<file path="config.mk">
export PLATFORM = sky130hd
export DESIGN_NAME = chm_hash_unit
export DESIGN_NICKNAME = d
export VERILOG_FILES = /design/src/rtl/core/chained_integer_hash_map_macros.svh /design/src/rtl/core/chm_pkg.sv /design/src/rtl/core/chm_hash_unit.sv
export SDC_FILE = /design/constraint.sdc
export NUM_CORES = 1
export LEC_CHECK = 0
export ABC_CLOCK_PERIOD_IN_PS = 6850
export BUFFER_PORTS_ARGS = -buffer_cell sky130_fd_sc_hd__buf_2
export CORE_ASPECT_RATIO = 1.5
export CORE_MARGIN = 2
export CORE_UTILIZATION = 45
export DETAILED_ROUTE_END_ITERATION = 8
export PLACE_DENSITY = 0.72
export SLEW_MARGIN = 15
export SYNTH_ARGS = -nofsm -noshare
export SYNTH_HDL_FRONTEND = slang
export SYNTH_SLANG_ARGS = --single-unit
</file>
<file path="constraint.sdc">
create_clock -name clk -period 6.85 [get_ports clk]
set_clock_uncertainty 0.05 [all_clocks]
set_input_delay 1.37 -clock clk [delete_from_list [all_inputs] [get_ports clk]]
set_output_delay 1.37 -clock clk [all_outputs]
set_load 0.01 [all_outputs]
</file>
<file path="src/rtl/core/chained_integer_hash_map_macros.svh">
// ----------------------------------------------------------------------------
// Assertion macros for the chained integer hash map.
// Each macro checks one implication on the rising edge of clk while rst_n is high.
// ----------------------------------------------------------------------------
`ifndef CHAINED_INTEGER_HASH_MAP_MACROS_SVH
`define CHAINED_INTEGER_HASH_MAP_MACROS_SVH

// The consequent holds in the same cycle as the antecedent.
`define CHM_ASSERT_SAME(label, ante, cons, msg) \
    label: assert property (@(posedge clk) disable iff (!rst_n) (ante) |-> (cons)) \
        else $error(msg);

// The consequent holds in the cycle after the antecedent.
`define CHM_ASSERT_NEXT(label, ante, cons, msg) \
    label: assert property (@(posedge clk) disable iff (!rst_n) (ante) |=> (cons)) \
        else $error(msg);

`endif

</file>
<file path="src/rtl/core/chm_pkg.sv">
// ----------------------------------------------------------------------------
// Chained integer hash map package
// Shared constants, node layout, hash interface types and the bucket function.
// ----------------------------------------------------------------------------
`default_nettype none

package chm_pkg;

    localparam int KEY_W            = 31;
    localparam int BITS_W           = 4;
    localparam int MAX_BUCKET_BITS  = 10;
    localparam int BUCKET_W         = MAX_BUCKET_BITS;
    localparam int BUCKET_SLOTS     = 1 << MAX_BUCKET_BITS;
    localparam int NODE_COUNT       = 512;
    localparam int NODE_IDX_W       = $clog2(NODE_COUNT);
    localparam int CNT_W            = $clog2(NODE_COUNT + 1);
    localparam int HALF_W           = 16;
    localparam int PROD_W           = 32;

    localparam logic [PROD_W-1:0] HASH_MULT   = 32'd1103515249;
    localparam logic [BITS_W-1:0] BITS_RESET  = 4'd4;

    localparam logic [1:0] OP_LOOKUP = 2'd0;
    localparam logic [1:0] OP_INSERT = 2'd1;
    localparam logic [1:0] OP_CLEAR  = 2'd2;

    typedef struct packed {
        logic [BUCKET_W-1:0]   bucket;
        logic [KEY_W-1:0]      key;
        logic [KEY_W-1:0]      data;
        logic [NODE_IDX_W-1:0] link;
        logic                  link_ok;
    } node_t;

    typedef struct packed {
        logic              start;
        logic [KEY_W-1:0]  key;
        logic [BITS_W-1:0] bits;
    } hash_req_t;

    typedef struct packed {
        logic                done;
        logic [BUCKET_W-1:0] bucket;
    } hash_rsp_t;

    // Takes the bucket bits below bit 30 of the 32-bit product, width clamped first.
    function automatic logic [BUCKET_W-1:0] bucket_of(
        input logic [PROD_W-1:0] prod,
        input logic [BITS_W-1:0] bits
    );
        logic [BITS_W-1:0]   ub;
        logic [4:0]          sh;
        logic [PROD_W-1:0]   shifted;
        logic [BUCKET_W-1:0] mask;
        ub = bits;
        if (ub == '0)
        begin
            ub = BITS_W'(1);
        end
        if (ub > BITS_W'(MAX_BUCKET_BITS))
        begin
            ub = BITS_W'(MAX_BUCKET_BITS);
        end
        sh      = 5'd30 - {1'b0, ub};
        shifted = prod >> sh;
        mask    = ~({BUCKET_W{1'b1}} << ub);
        return shifted[BUCKET_W-1:0] & mask;
    endfunction

endpackage

`default_nettype wire

</file>
<file path="src/rtl/core/chm_hash_unit.sv">
// ----------------------------------------------------------------------------
// Multiplicative hash unit
// Forms key times the hash constant with one shared 16 by 32 multiplier over
// two passes, then extracts the bucket index.
// ----------------------------------------------------------------------------
`default_nettype none

module chm_hash_unit (
    input  wire logic              clk,
    input  wire logic              rst_n,
    input  wire chm_pkg::hash_req_t req,
    output chm_pkg::hash_rsp_t      rsp
);

    typedef enum logic [1:0] {H_IDLE, H_LO, H_HI, H_FIN} hstate_t;

    hstate_t                          state_reg;
    logic [chm_pkg::KEY_W-1:0]        key_reg;
    logic [chm_pkg::BITS_W-1:0]       bits_reg;
    logic [chm_pkg::PROD_W-1:0]       acc_reg;
    logic [chm_pkg::PROD_W-1:0]       acc_next;
    logic [chm_pkg::BUCKET_W-1:0]     bucket_reg;
    logic                             done_reg;
    logic [chm_pkg::HALF_W-1:0]       mul_a;
    logic [chm_pkg::PROD_W-1:0]       mul_p;
    logic [chm_pkg::PROD_W-1:0]       addend;

    // The high half of the key only reaches the upper 16 product bits.
    always_comb
    begin
        if (state_reg == H_HI)
        begin
            mul_a = {1'b0, key_reg[chm_pkg::KEY_W-1:chm_pkg::HALF_W]};
        end
        else
        begin
            mul_a = key_reg[chm_pkg::HALF_W-1:0];
        end
        mul_p = chm_pkg::PROD_W'({16'b0, mul_a} * chm_pkg::HASH_MULT);
        if (state_reg == H_HI)
        begin
            addend   = {mul_p[chm_pkg::HALF_W-1:0], 16'b0};
            acc_next = acc_reg + addend;
        end
        else
        begin
            addend   = mul_p;
            acc_next = addend;
        end
    end

    always_ff @(posedge clk or negedge rst_n)
    begin
        if (!rst_n)
        begin
            state_reg <= H_IDLE;
            done_reg  <= 1'b0;
        end
        else
        begin
            done_reg <= 1'b0;
            unique case (state_reg)
                H_IDLE:
                begin
                    if (req.start)
                    begin
                        key_reg   <= req.key;
                        bits_reg  <= req.bits;
                        state_reg <= H_LO;
                    end
                end
                H_LO:
                begin
                    acc_reg   <= acc_next;
                    state_reg <= H_HI;
                end
                H_HI:
                begin
                    acc_reg   <= acc_next;
                    state_reg <= H_FIN;
                end
                H_FIN:
                begin
                    bucket_reg <= chm_pkg::bucket_of(acc_reg, bits_reg);
                    done_reg   <= 1'b1;
                    state_reg  <= H_IDLE;
                end
                default:
                begin
                    state_reg <= H_IDLE;
                end
            endcase
        end
    end

    assign rsp.done   = done_reg;
    assign rsp.bucket = bucket_reg;

endmodule

`default_nettype wire

</file>
==> results.sh <==
export IMPL_seq_area_frac_synth=0.211
export IMPL_crit_chain="inv_2 > ha_4 > buf_6 > buf_4 > mux2_2 > ha_1 > ha_1 > fa_1 > fa_1 > inv_1 > fa_1 > fa_1 > inv_1 > ha_1 > a21o_1 > a21o_1 > a21o_1 > or3_4 > o2111ai_2 > nand4_1 > nor3b_2"
export IMPL_clk_pin_slew_ns=0.06
export IMPL_synthesis_instances=878
export IMPL_nets=1234
export IMPL_cp_end_kind="flip-flop"
export IMPL_dp_hpwl_mm=18.8
export IMPL_setup_violations=0
export IMPL_vias=6314
export IMPL_r2r_end="acc_reg[29]$_DFFE_PP_"
export IMPL_rsz0062_at_grt="false"
export IMPL_grt_start_max_net_pins=32
export IMPL_yosys_area_top_type_share=0.224
export IMPL_synth_top_family_by_area="adder cells"
export IMPL_place_area_mm2=0.00972
export IMPL_gp_congestion=0.985
export IMPL_rrSetupSlack_ns=0.24
export IMPL_area_growth_pct=12.4
export IMPL_ys_top_cells_by_count="inv_1 (209), ha_1 (142), fa_1 (101), edfxtp_1 (61), a21oi_1 (45)"
export IMPL_yosysWarnings=0
export IMPL_min_to="state_reg[0]$_DFFE_PN0P_"
export IMPL_synth_top_area_cell="fa_1"
export IMPL_antenna_found_initial=0
export IMPL_syn_nets=1159
export IMPL_overflow=0
export IMPL_ctsRootBufferMaster="clkbuf_16"
export IMPL_ctsHoldBuffers=0
export IMPL_synthAdderAreaFrac=0.422
export IMPL_slowest_stage="fa_1"
export IMPL_worstSetupPathType="flip-flop to flip-flop"
export IMPL_clock_sinks=64
export IMPL_r2r_start="state_reg[0]$_DFFE_PN0P_"
export IMPL_largest_reg_flops=31
export IMPL_cap_violations=0
export IMPL_portBuffers=48
export IMPL_setup_ws_ns=0.244
export IMPL_clk_insertion_delay_late_ns=0.35
export IMPL_yosys_area_share_simple=0.0726
export IMPL_critPathArrivalTime_ns=6.65
export IMPL_holdPathStages=2
export IMPL_fin_crit_sh=0.964
export IMPL_max_freq_mhz=151
export IMPL_n_antenna_cell=0
export IMPL_finalWirelength_mm=21.6
export IMPL_hold_start="state_reg[0]$_DFFE_PN0P_"
export IMPL_ys_ff_latch=64
export IMPL_core_mm2=0.0197
export IMPL_grt_usage=0.217
export IMPL_fillers=1772
export IMPL_antenna_left=0
export IMPL_dieArea_mm2=0.0212
export IMPL_hold_viol_final=0
export IMPL_status="complete, no violations"
export IMPL_fin_crit_ns=6.61
export IMPL_dp_slack_ns=-0.0224
export IMPL_synth_compound_area_frac=0.0950
export IMPL_hold_path_class="flip-flop to flip-flop"
export IMPL_cts_buffer_depth=2
export IMPL_muxShareOfSynthArea=0.0623
export IMPL_synthFlopType="edfxtp_1"
export IMPL_cp_buffers_inverters=5
export IMPL_startpoint_type="flip-flop"
export IMPL_wl_per_cell_um=17.7
export IMPL_yosysMostFrequentCell="inv_1"
export IMPL_rows=63
export IMPL_multi_input_area_mm2=0.00635
export IMPL_synth_cell_types=67
export IMPL_yosys_area_share_xor_xnor=0.0393
export IMPL_grt_pass1_wl_mm=34.7
export IMPL_synth_area_leaders="fa_1 (22%), edfxtp_1 (20%), ha_1 (20%)"
export IMPL_viasPerCell=5.18
export IMPL_start_util=0.458
export IMPL_cts_max_level=3
export IMPL_first_global_vias=6877
export IMPL_route_detailed_drc=0
export IMPL_drive_gt1_frac=0.154
export IMPL_slew_viol_final=0
export IMPL_crit_top_cell="fa_1"
export IMPL_async_reset_ff_frac=0.0469
export IMPL_seq_area_mm2=0.00191
export IMPL_slew_headroom=0.316
export IMPL_die_w_um=120
export IMPL_cpPeakStageDelay_ns=0.56
export IMPL_drt_pre_antenna_iters=4
export IMPL_synth_cell_area_mm2=0.00903
export IMPL_crit_family="adder cells"
export IMPL_required_ns=6.89
export IMPL_cts_tree="done"
export IMPL_syn_area_per_cell_um2=10.3
export IMPL_drt_initial_drc_count=229
export IMPL_synth_edf_count=61
export IMPL_fin_area_mm2=0.0101
export IMPL_tightest_slew_ns=1.02
export IMPL_fp_dieH_um=178
export IMPL_io_pins=49
export IMPL_numCtsBuffers=9
export IMPL_critPathMaxFanout=8
export IMPL_reg2reg_depth=21
==> tightest hold or removal path, delay by kind of cell (launching register included) <==
| family | cells | cell delay (ns) |
|---|---|---|
| DFF | 1 | 0.38 |
| AOI/OAI and AO/OA | 2 | 0.19 |
==> final cells by class <==
class | instances | area share
inverters | 210 | 0.0777
repair buffers | 81 | 0.0484
clock buffers | 10 | 0.0235
clock inverters | 6 | 0.00505
flip-flops and latches | 64 | 0.188
multi-input cells | 587 | 0.625
well taps | 260 | 0.0321
==> layout by cell type (no fill, tap or decap), types with 12 or more instances in the layout <==
cell	synthesis	final
edfxtp_1	61	61
inv_1	209	208
a21o_1	13	13
xnor2_1	29	29
nor2_1	27	26
a21oi_1	45	44
buf_4	1	32
ha_1	142	140
buf_2	0	48
o21ai_0	20	16
nand2b_1	12	12
mux2i_1	33	31
nand2_1	27	27
fa_1	101	101
==> metal layers <==
metal | global-route usage | routed length (µm) | vias up
li1 | - | - | 3046
met1 | 0.199 | 7260 | 3031
met2 | 0.428 | 11900 | 149
met3 | 0.0318 | 625 | 88
met4 | 0.151 | 1830 | 0
met5 | 0 | 0 | -
==> how the worst max path moves through the flow <==
stage / start / end / slack, ns / cells past startpoint
floorplan: state_reg[0]$_DFFE_PN0P_ / acc_reg[31]$_DFFE_PP_ / 0.12 / 28
global placement: state_reg[0]$_DFFE_PN0P_ / acc_reg[31]$_DFFE_PP_ / 0.06 / 27
detailed placement: state_reg[0]$_DFFE_PN0P_ / acc_reg[31]$_DFFE_PP_ / -0.02 / 27
CTS: state_reg[0]$_DFFE_PN0P_ / acc_reg[31]$_DFFE_PP_ / 0.02 / 27
global route: state_reg[0]$_DFFE_PN0P_ / acc_reg[20]$_DFFE_PP_ / 0.002 / 22
finish: state_reg[0]$_DFFE_PN0P_ / acc_reg[29]$_DFFE_PP_ / 0.24 / 21
==> logic make-up after synthesis <==
family | after synthesis
AOI/OAI and AO/OA | 128
xor gates and xnor gates | 39
adders and majority gates | 244
buffers and inverters | 227
DFF | 64
muxes | 49
and+or+nand+nor | 127
==> repair_timing <==
action	4_1_cts	5_1_grt
gates resized for setup	1	25
endpoints found under the setup margin	4	11
pin swaps	0	7
buffers inserted	0	4
==> stage by stage <==
step / hold slack (ns) / setup TNS (ns) / utilization / cells
after floorplan: 0.455 / 0 / - / 878
after global placement: 0.481 / 0 / 0.493 / 1198
after detailed placement: 0.518 / -0.0224 / 0.493 / 1198
after CTS: 0.533 / 0 / 0.508 / 1214
after global routing: 0.614 / 0 / 0.515 / 1218
final: 0.561 / 0 / 0.515 / 1218
Power is left out: the tool's default activity adds up to more than one toggle a clock period on the data nets, which glitch-free logic cannot reach.
